<file path="config.mk">
export PLATFORM = sky130hd
export DESIGN_NAME = can_imu_sample_reassembler_top
export DESIGN_NICKNAME = d
export VERILOG_FILES = /design/src/cimu_pkg.sv /design/src/cimu_front.sv /design/src/cimu_queue.sv /design/src/cimu_back.sv /design/src/can_imu_sample_reassembler_top.sv
export SDC_FILE = /design/constraint.sdc
export NUM_CORES = 1
export LEC_CHECK = 0
export ABC_AREA = 1
export BUFFER_PORTS_ARGS = -buffer_cell sky130_fd_sc_hd__buf_2
export CORE_MARGIN = 3
export CORE_UTILIZATION = 50
export CTS_BUF_LIST = sky130_fd_sc_hd__clkbuf_16
export CTS_CLUSTER_SIZE = 24
export DETAILED_ROUTE_END_ITERATION = 10
export GPL_TIMING_DRIVEN = 0
export HOLD_SLACK_MARGIN = 0.12
export PLACE_DENSITY = 0.83
export SYNTH_ARGS = -nofsm -noshare
export SYNTH_HDL_FRONTEND = slang
export SYNTH_SLANG_ARGS = --single-unit
</file>
<file path="constraint.sdc">
create_clock -name clk_i -period 9.7 [get_ports clk_i]
set_input_delay 1.94 -clock clk_i [delete_from_list [all_inputs] [get_ports clk_i]]
set_output_delay 1.94 -clock clk_i [all_outputs]
set_load 0.03 [all_outputs]
</file>
<file path="src/cimu_pkg.sv">
// shared types and constants for the can imu sample reassembler
// no dependencies; used by every module under src
package cimu_pkg;

  localparam int unsigned IdW     = 11;
  localparam int unsigned FrIdW   = 29;
  localparam int unsigned WordW   = 16;
  localparam int unsigned DlcW    = 4;
  localparam int unsigned PayW    = 64;
  localparam int unsigned AddrW   = 4;
  localparam int unsigned QDepth  = 2;

  localparam logic [DlcW-1:0]  FrameLen = 4'd8;
  localparam logic [IdW-1:0]   AccelIdRst = 11'h350;
  localparam logic [IdW-1:0]   GyroIdRst  = 11'h351;
  localparam logic [IdW-1:0]   TempIdRst  = 11'h352;

  // register index, taken from paddr[3:2]
  localparam logic [1:0] RegAccelId = 2'd0;
  localparam logic [1:0] RegGyroId  = 2'd1;
  localparam logic [1:0] RegTempId  = 2'd2;

  typedef enum logic [2:0] {
    PART_NONE  = 3'b000,
    PART_ACCEL = 3'b001,
    PART_RATE  = 3'b010,
    PART_TEMP  = 3'b100
  } part_e;

  localparam logic [2:0] PartAll = 3'b111;

  // classified frame as it sits in the queue
  typedef struct packed {
    part_e             part;
    logic [WordW-1:0]  number;
    logic [WordW-1:0]  w0;
    logic [WordW-1:0]  w1;
    logic [WordW-1:0]  w2;
  } entry_t;

  typedef struct packed {
    logic              accepted;
    logic              sample_ready;
    logic [WordW-1:0]  sample_number;
    logic [WordW-1:0]  accel_x;
    logic [WordW-1:0]  accel_y;
    logic [WordW-1:0]  accel_z;
    logic [WordW-1:0]  rate_x;
    logic [WordW-1:0]  rate_y;
    logic [WordW-1:0]  rate_z;
    logic [WordW-1:0]  temp_reading;
  } result_t;

endpackage

</file>
<file path="src/cimu_front.sv">
// front end: configuration registers, apb port and frame classification
// depends on cimu_pkg
module cimu_front (
  input  logic                        clk_i,
  input  logic                        rst_ni,
  input  logic                        psel,
  input  logic                        penable,
  input  logic                        pwrite,
  input  logic [cimu_pkg::AddrW-1:0]  paddr,
  input  logic [31:0]                 pwdata,
  output logic [31:0]                 prdata,
  input  logic                        is_extended_i,
  input  logic                        is_remote_i,
  input  logic [cimu_pkg::DlcW-1:0]   length_code_i,
  input  logic [cimu_pkg::FrIdW-1:0]  frame_ident_i,
  input  logic [cimu_pkg::PayW-1:0]   payload_i,
  output cimu_pkg::entry_t            entry_o
);

  logic [cimu_pkg::IdW-1:0] accel_id_q, gyro_id_q, temp_id_q;
  logic                     wr_en;
  logic                     std_ok;

  assign wr_en = psel & penable & pwrite;

  always_ff @(posedge clk_i or negedge rst_ni) begin
    if (!rst_ni) begin
      accel_id_q <= cimu_pkg::AccelIdRst;
      gyro_id_q  <= cimu_pkg::GyroIdRst;
      temp_id_q  <= cimu_pkg::TempIdRst;
    end else if (wr_en) begin
      case (paddr[3:2])
        cimu_pkg::RegAccelId: accel_id_q <= pwdata[cimu_pkg::IdW-1:0];
        cimu_pkg::RegGyroId:  gyro_id_q  <= pwdata[cimu_pkg::IdW-1:0];
        cimu_pkg::RegTempId:  temp_id_q  <= pwdata[cimu_pkg::IdW-1:0];
        default: ;
      endcase
    end
  end

  always_comb begin
    case (paddr[3:2])
      cimu_pkg::RegAccelId: prdata = {21'd0, accel_id_q};
      cimu_pkg::RegGyroId:  prdata = {21'd0, gyro_id_q};
      cimu_pkg::RegTempId:  prdata = {21'd0, temp_id_q};
      default:              prdata = '0;
    endcase
  end

  assign std_ok = !is_extended_i && !is_remote_i && (length_code_i == cimu_pkg::FrameLen);

  // full-width compare: identifiers above 11 bits never match
  always_comb begin
    entry_o.part = cimu_pkg::PART_NONE;
    if (std_ok) begin
      if (frame_ident_i == {18'd0, accel_id_q}) begin
        entry_o.part = cimu_pkg::PART_ACCEL;
      end else if (frame_ident_i == {18'd0, gyro_id_q}) begin
        entry_o.part = cimu_pkg::PART_RATE;
      end else if (frame_ident_i == {18'd0, temp_id_q}) begin
        entry_o.part = cimu_pkg::PART_TEMP;
      end
    end
    entry_o.number = payload_i[15:0];
    entry_o.w0     = payload_i[31:16];
    entry_o.w1     = payload_i[47:32];
    entry_o.w2     = payload_i[63:48];
  end

endmodule

</file>
<file path="src/cimu_queue.sv">
// small fifo between the classifier and the sample assembler
// depends on cimu_pkg
module cimu_queue (
  input  logic              clk_i,
  input  logic              rst_ni,
  input  logic              push_i,
  input  cimu_pkg::entry_t  data_i,
  output logic              full_o,
  input  logic              pop_i,
  output logic              valid_o,
  output cimu_pkg::entry_t  data_o
);

  localparam int unsigned PtrW = $clog2(cimu_pkg::QDepth);

  cimu_pkg::entry_t mem_q [cimu_pkg::QDepth];
  logic [PtrW-1:0]  wr_ptr_q, rd_ptr_q;
  logic [PtrW:0]    count_q;

  assign full_o  = (count_q == cimu_pkg::QDepth[PtrW:0]);
  assign valid_o = (count_q != '0);
  assign data_o  = mem_q[rd_ptr_q];

  always_ff @(posedge clk_i) begin
    if (push_i) begin
      mem_q[wr_ptr_q] <= data_i;
    end
  end

  always_ff @(posedge clk_i or negedge rst_ni) begin
    if (!rst_ni) begin
      wr_ptr_q <= '0;
      rd_ptr_q <= '0;
      count_q  <= '0;
    end else begin
      if (push_i) begin
        wr_ptr_q <= wr_ptr_q + 1'b1;
      end
      if (pop_i) begin
        rd_ptr_q <= rd_ptr_q + 1'b1;
      end
      case ({push_i, pop_i})
        2'b10:   count_q <= count_q + 1'b1;
        2'b01:   count_q <= count_q - 1'b1;
        default: count_q <= count_q;
      endcase
    end
  end

endmodule

</file>
<file path="src/cimu_back.sv">
// back end: sample store, restart on new sample number, output register
// depends on cimu_pkg
module cimu_back (
  input  logic              clk_i,
  input  logic              rst_ni,
  input  logic              q_valid_i,
  input  cimu_pkg::entry_t  q_data_i,
  output logic              q_pop_o,
  output logic              out_valid_o,
  input  logic              out_ready_i,
  output cimu_pkg::result_t out_o
);

  logic [cimu_pkg::WordW-1:0] number_q, number_d;
  logic [cimu_pkg::WordW-1:0] ax_q, ay_q, az_q, ax_d, ay_d, az_d;
  logic [cimu_pkg::WordW-1:0] rx_q, ry_q, rz_q, rx_d, ry_d, rz_d;
  logic [cimu_pkg::WordW-1:0] tp_q, tp_d;
  logic [2:0]                 parts_q, parts_d, merged;
  logic                       restart;
  logic                       valid_q;
  cimu_pkg::result_t          res_q, res_d;

  assign q_pop_o     = q_valid_i && (!valid_q || out_ready_i);
  assign out_valid_o = valid_q;
  assign out_o       = res_q;

  assign restart = (number_q != q_data_i.number) || (parts_q == '0);

  always_comb begin
    number_d = number_q;
    ax_d = ax_q; ay_d = ay_q; az_d = az_q;
    rx_d = rx_q; ry_d = ry_q; rz_d = rz_q;
    tp_d = tp_q;
    merged  = parts_q;
    parts_d = parts_q;
    res_d   = '0;
    if (q_data_i.part != cimu_pkg::PART_NONE) begin
      res_d.accepted = 1'b1;
      if (restart) begin
        number_d = q_data_i.number;
        merged   = '0;
      end
      case (q_data_i.part)
        cimu_pkg::PART_ACCEL: begin
          ax_d = q_data_i.w0; ay_d = q_data_i.w1; az_d = q_data_i.w2;
        end
        cimu_pkg::PART_RATE: begin
          rx_d = q_data_i.w0; ry_d = q_data_i.w1; rz_d = q_data_i.w2;
        end
        default: begin
          tp_d = q_data_i.w0;
        end
      endcase
      merged  = merged | q_data_i.part;
      parts_d = merged;
      if (merged == cimu_pkg::PartAll) begin
        // sample complete: present it and empty the store
        res_d.sample_ready  = 1'b1;
        res_d.sample_number = number_d;
        res_d.accel_x       = ax_d;
        res_d.accel_y       = ay_d;
        res_d.accel_z       = az_d;
        res_d.rate_x        = rx_d;
        res_d.rate_y        = ry_d;
        res_d.rate_z        = rz_d;
        res_d.temp_reading  = tp_d;
        parts_d             = '0;
        number_d            = '0;
      end
    end
  end

  always_ff @(posedge clk_i or negedge rst_ni) begin
    if (!rst_ni) begin
      parts_q  <= '0;
      number_q <= '0;
      valid_q  <= 1'b0;
    end else begin
      if (q_pop_o) begin
        parts_q  <= parts_d;
        number_q <= number_d;
        valid_q  <= 1'b1;
      end else if (out_ready_i) begin
        valid_q  <= 1'b0;
      end
    end
  end

  // data words only matter once all three parts are in, so no reset
  always_ff @(posedge clk_i) begin
    if (q_pop_o) begin
      ax_q  <= ax_d;
      ay_q  <= ay_d;
      az_q  <= az_d;
      rx_q  <= rx_d;
      ry_q  <= ry_d;
      rz_q  <= rz_d;
      tp_q  <= tp_d;
      res_q <= res_d;
    end
  end

endmodule

</file>
<file path="src/can_imu_sample_reassembler_top.sv">
// Rebuilds raw motion-sensor samples from received CAN frames. Every request
// on the slave stream yields exactly one result on the master stream, in
// order: accepted tells whether the frame matched one of the three configured
// identifiers, and sample_ready marks the result that closes a complete
// sample (all data fields are zero otherwise). One frame is taken every
// clock cycle while the queue is not full; a frame goes through the classifier
// queue and then the assembler's output register before its result can be
// taken. While the output is stalled, the two-entry queue keeps taking
// frames until both entries are filled. Identifier registers are at byte
// addresses 0, 4 and 8 and should be written only while no frame is in flight.
//
// depends on cimu_pkg, cimu_front, cimu_queue, cimu_back
module can_imu_sample_reassembler_top (
  input  logic                        clk_i,
  input  logic                        rst_ni,
  input  logic                        psel,
  input  logic                        penable,
  input  logic                        pwrite,
  input  logic [cimu_pkg::AddrW-1:0]  paddr,
  input  logic [31:0]                 pwdata,
  output logic [31:0]                 prdata,
  output logic                        pready,
  input  logic                        s_tvalid_i,
  output logic                        s_tready_o,
  // [3:0] length_code, [32:4] frame_ident, [96:33] payload, [103:97] zero
  input  logic [103:0]                s_tdata_i,
  // [0] is_extended, [1] is_remote
  input  logic [1:0]                  s_tuser_i,
  output logic                        m_tvalid_o,
  input  logic                        m_tready_i,
  // [15:0] sample_number, [31:16] accel_x, [47:32] accel_y, [63:48] accel_z,
  // [79:64] rate_x, [95:80] rate_y, [111:96] rate_z, [127:112] temp_reading
  output logic [127:0]                m_tdata_o,
  // [0] accepted, [1] sample_ready
  output logic [1:0]                  m_tuser_o
);

  cimu_pkg::entry_t  front_entry, q_entry;
  cimu_pkg::result_t result;
  logic              q_full, q_valid, q_pop, push;

  assign pready     = 1'b1;
  assign s_tready_o = !q_full;
  assign push       = s_tvalid_i && !q_full;

  cimu_front u_front (
    .clk_i         (clk_i),
    .rst_ni        (rst_ni),
    .psel          (psel),
    .penable       (penable),
    .pwrite        (pwrite),
    .paddr         (paddr),
    .pwdata        (pwdata),
    .prdata        (prdata),
    .is_extended_i (s_tuser_i[0]),
    .is_remote_i   (s_tuser_i[1]),
    .length_code_i (s_tdata_i[3:0]),
    .frame_ident_i (s_tdata_i[32:4]),
    .payload_i     (s_tdata_i[96:33]),
    .entry_o       (front_entry)
  );

  cimu_queue u_queue (
    .clk_i   (clk_i),
    .rst_ni  (rst_ni),
    .push_i  (push),
    .data_i  (front_entry),
    .full_o  (q_full),
    .pop_i   (q_pop),
    .valid_o (q_valid),
    .data_o  (q_entry)
  );

  cimu_back u_back (
    .clk_i       (clk_i),
    .rst_ni      (rst_ni),
    .q_valid_i   (q_valid),
    .q_data_i    (q_entry),
    .q_pop_o     (q_pop),
    .out_valid_o (m_tvalid_o),
    .out_ready_i (m_tready_i),
    .out_o       (result)
  );

  assign m_tuser_o = {result.sample_ready, result.accepted};
  assign m_tdata_o = {result.temp_reading, result.rate_z, result.rate_y, result.rate_x,
                      result.accel_z, result.accel_y, result.accel_x, result.sample_number};

endmodule
</file>
==> impl_metrics.xml <==
<?xml version="1.0" encoding="UTF-8"?>
<metrics>
  <group name="yosys">
    <metric name="syn_area" unit="um^2">18500</metric>
    <metric name="synth_area_leaders" unit="">sky130_fd_sc_hd__edfxtp_1, sky130_fd_sc_hd__inv_1, sky130_fd_sc_hd__nand2_1</metric>
    <metric name="synth_async_sr_flop_share" unit="%">13.2</metric>
    <metric name="synth_top_family_by_area" unit="">simple AND/OR/NAND/NOR gates</metric>
    <metric name="synth-edff-count" unit="">376</metric>
    <metric name="yosysTopAreaCell" unit="">sky130_fd_sc_hd__edfxtp_1</metric>
    <metric name="synthAdderAreaFrac" unit="%">0.0677</metric>
    <metric name="synth_cells" unit="">1686</metric>
    <metric name="synthDominantCellAreaShare" unit="%">61.1</metric>
    <metric name="synth_simple_gate_area_share" unit="%">12.2</metric>
    <metric name="muxShareOfSynthArea" unit="%">2.60</metric>
    <metric name="synth-seq-area-share" unit="%">69.0</metric>
    <metric name="synth-compound-area-share" unit="%">5.47</metric>
    <metric name="postSynthRegisterBits" unit="">433</metric>
    <metric name="yosys.cell_count.top_type" unit="">sky130_fd_sc_hd__edfxtp_1</metric>
    <metric name="synthTopCellsByCount" unit="">sky130_fd_sc_hd__edfxtp_1, sky130_fd_sc_hd__inv_1, sky130_fd_sc_hd__nand2_1, sky130_fd_sc_hd__nor2_1, sky130_fd_sc_hd__o21ai_0</metric>
    <metric name="synth_flop_cell" unit="">sky130_fd_sc_hd__edfxtp_1</metric>
    <metric name="synthesis.yosys.warnings" unit="">0</metric>
    <metric name="synthesized_area_per_cell" unit="um^2">11.0</metric>
    <metric name="yosys_cell_types" unit="">38</metric>
    <metric name="yosys.area_share.xor_xnor" unit="%">0.616</metric>
  </group>
  <group name="global_route">
    <metric name="grt_pass1_wl" unit="um">68700</metric>
    <metric name="antenna_violations_before_repair" unit="">7</metric>
    <metric name="grt_overflow" unit="">0</metric>
    <metric name="number_of_global_route_vias_before_repair" unit="">12900</metric>
    <metric name="grt_util_all_layers" unit="%">22.4</metric>
    <metric name="largest_net_degree_at_the_start_of_global_routing" unit="">73</metric>
  </group>
  <group name="cts">
    <metric name="cts_num_sinks" unit="">433</metric>
    <metric name="cts_tree" unit="">yes</metric>
    <metric name="cts.root.buffer_cell" unit="">sky130_fd_sc_hd__clkbuf_16</metric>
    <metric name="cts-buffers-inserted" unit="">44</metric>
    <metric name="cts_setup_buffers" unit="">0</metric>
    <metric name="insertion_delay" unit="ps">560</metric>
    <metric name="cts.htree.levels" unit="">2</metric>
    <metric name="clock_path_buffers" unit="">3</metric>
    <metric name="clkTransAtPathRegs" unit="ps">60</metric>
    <metric name="post_cts_hold_buffer_count" unit="">0</metric>
    <metric name="ctsResizeCount" unit="">0</metric>
  </group>
  <group name="floorplan">
    <metric name="placeableCoreArea" unit="um^2">36000</metric>
    <metric name="die_height" unit="um">198</metric>
    <metric name="start_util" unit="%">51.3</metric>
    <metric name="total_number_of_placement_rows" unit="">69</metric>
    <metric name="die_area" unit="um^2">39300</metric>
    <metric name="floorplan.io_pins" unit="">314</metric>
    <metric name="floorplan.die.width" unit="um">198</metric>
  </group>
  <group name="drt">
    <metric name="via_per_inst" unit="">5.07</metric>
    <metric name="drt_wl_total" unit="um">44500</metric>
    <metric name="number_of_routed_nets_with_antenna_violations" unit="">0</metric>
    <metric name="remaining_drc_errors" unit="">0</metric>
    <metric name="routed_wire_length_per_instance" unit="um">17.6</metric>
    <metric name="routed-via-count" unit="">12800</metric>
    <metric name="detailedRoute.firstIterationViolations" unit="">993</metric>
    <metric name="drt_first_pass_iters" unit="">5</metric>
  </group>
  <group name="finish">
    <metric name="area_growth" unit="%">19.9</metric>
    <metric name="nNetsFinal" unit="">2175</metric>
    <metric name="postLayoutCellArea" unit="um^2">22100</metric>
    <metric name="multiInputGateArea" unit="um^2">3980</metric>
    <metric name="post_route_cells_drive_above_1_share" unit="%">20.7</metric>
    <metric name="final_core_utilization" unit="%">61.5</metric>
    <metric name="layoutNonFillerInstCount" unit="">2529</metric>
    <metric name="final-seq-area" unit="um^2">12700</metric>
    <metric name="n_fill_cell" unit="">2739</metric>
  </group>
  <group name="critical_path">
    <metric name="r2r.worst_path.cells" unit="">7</metric>
    <metric name="worstPathArrival" unit="ps">3420</metric>
    <metric name="worst_setup_path_start_kind" unit="">input port</metric>
    <metric name="worst-path-max-fanout" unit="">7</metric>
    <metric name="worst-setup-path-type" unit="">in2out</metric>
    <metric name="timing.critical_path.required" unit="ps">7760</metric>
    <metric name="end_kind" unit="">output pin</metric>
  </group>
  <group name="pwr">
    <metric name="total_power" unit="mW">8.18</metric>
    <metric name="power_density" unit="nW/um^2">369</metric>
    <metric name="comb_power_share" unit="%">39.3</metric>
    <metric name="netSwitchingPower" unit="mW">3.26</metric>
    <metric name="power.share.sequential" unit="%">41.0</metric>
    <metric name="intPower" unit="mW">4.92</metric>
    <metric name="leakage" unit="nW">10.5</metric>
    <metric name="power.ir.vdd_worst" unit="mV">0.192</metric>
    <metric name="clkPwrFrac" unit="%">19.7</metric>
    <metric name="switching_share" unit="%">39.8</metric>
  </group>
  <group name="sta">
    <metric name="min_period_over_period" unit="%">55.3</metric>
    <metric name="fin_tns_setup" unit="ps">0</metric>
    <metric name="report.final.hold_viol_count" unit="">0</metric>
    <metric name="clock.fmax" unit="MHz">187</metric>
    <metric name="final.min_clock_period" unit="ps">5360</metric>
    <metric name="fin_worst_skew" unit="ps">15.9</metric>
    <metric name="tightest_slew" unit="ps">896</metric>
    <metric name="worst_relative_slew_slack" unit="%">40.1</metric>
    <metric name="slew_viol_final" unit="">0</metric>
    <metric name="setup_repair_after_global_routing_missed_its_margin" unit="">no</metric>
    <metric name="setup_viol" unit="">0</metric>
  </group>
  <group name="placement">
    <metric name="placed_cells" unit="">2440</metric>
    <metric name="port-buffer-count" unit="">261</metric>
    <metric name="finalWeightedCongestion" unit="">0.881</metric>
    <metric name="postPlaceCellArea" unit="um^2">20700</metric>
    <metric name="place_hpwl" unit="um">30800</metric>
  </group>
  <group name="flow_run">
    <metric name="drv_cap" unit="">0</metric>
  </group>
  <group name="status">
    <metric name="status" unit="">completed</metric>
  </group>
  <group name="hold_path">
    <metric name="worstHoldPathCells" unit="">2</metric>
    <metric name="timing.hold.worst.class" unit="">reg2reg</metric>
  </group>
</metrics>
routing by layer:
| layer | global-route usage (%) | wire, um | vias to the layer above |
|---|---|---|---|
| li1 | - | - | 6085 |
| met1 | 28.0 | 17300 | 6020 |
| met2 | 38.6 | 22100 | 610 |
| met3 | 4.93 | 3850 | 106 |
| met4 | 8.02 | 1270 | 8 |
| met5 | 0 | 55 | - |
flip-flops by register name, indices dropped and copies added, names as in the netlist, 16 cells and up:
signal,cells
u_back.ry_q,16
u_queue.mem_q,134
u_back.out_o,130
u_back.az_q,16
u_back.rz_q,16
u_back.number_q,16
u_back.ax_q,16
u_back.tp_q,16
u_back.ay_q,16
u_back.rx_q,16
worst paths after layout:
path	start	end	slack, ps
min in group asynchronous	rst_ni	u_front.gyro_id_q[7]	1460
worst max-delay path	paddr[2]	prdata[9]	4340
worst max register to register	u_queue.count_q[0]	u_back.ry_q[4]	6630
max in group asynchronous	rst_ni	u_queue.wr_ptr_q	7720
worst min-delay path	u_front.temp_id_q[6]	u_front.temp_id_q[6]	500
worst min register to register	u_front.temp_id_q[6]	u_front.temp_id_q[6]	500
critical path, stage by stage:
cell	delay [ps]
sky130_fd_sc_hd__buf_2	90
sky130_fd_sc_hd__inv_1	40
sky130_fd_sc_hd__nor2_1	500
sky130_fd_sc_hd__inv_1	300
sky130_fd_sc_hd__o221ai_1	290
sky130_fd_sc_hd__buf_2	250
final cells by class:
class	count	share of cell area, %
inverters	354	6.02
clock inverters	37	1.14
repair buffers	273	7.20
plain buffers	81	2.38
multi-input cells	838	18.0
flip-flops and latches	433	57.5
clock buffers	45	5.09
diodes	7	0.0791
well taps	461	2.61
power by group through the flow:
stage                     Sequential [mW]  Clock [mW]  Combinational [mW]
final                                3.35        1.61                3.21
after global routing                 3.41        1.72                3.54
after CTS                            3.35        1.65                3.23
after detailed placement             3.38           0                3.19
after global placement               3.47           0                2.93
after floorplan                      3.94           0                1.59
cells in the final DEF (no fill, tap or decap), types with 14 or more instances in the layout:
master,instances
sky130_fd_sc_hd__edfxtp_1,376
sky130_fd_sc_hd__inv_1,364
sky130_fd_sc_hd__nand2_1,328
sky130_fd_sc_hd__buf_2,283
sky130_fd_sc_hd__nor2_1,181
sky130_fd_sc_hd__o21ai_0,123
sky130_fd_sc_hd__mux2i_1,48
sky130_fd_sc_hd__clkbuf_16,45
sky130_fd_sc_hd__dfrtp_1,43
sky130_fd_sc_hd__o21ai_1,31
sky130_fd_sc_hd__buf_4,25
sky130_fd_sc_hd__nand3_1,23
sky130_fd_sc_hd__conb_1,22
sky130_fd_sc_hd__clkbuf_1,20
sky130_fd_sc_hd__buf_6,14
sky130_fd_sc_hd__dfstp_2,14
cell families (layout without fill, tap and decap cells):
kind of cell / count (synthesis) / in the layout
adder cells (fa/ha/maj): 1 / 1
multiplexers: 48 / 48
AO/OA/AOI/OAI: 187 / 187
XOR/XNOR: 13 / 13
other: 2 / 29
buffers and inverters: 435 / 790
flip-flops: 433 / 433
AND/OR/NAND/NOR: 567 / 567
metrics by stage:
| stage | worst slack [ps] | hold slack, ps |
|---|---|---|
| 2_1_floorplan | 974 | 449 |
| 3_3_place_gp | -2050 | 467 |
| 3_5_place_dp | 4380 | 486 |
| 4_1_cts | 4380 | 494 |
| 5_1_grt | 4250 | 502 |
| 6_report | 4340 | 497 |
No activity file was read; power rests on OpenSTA's default activity.
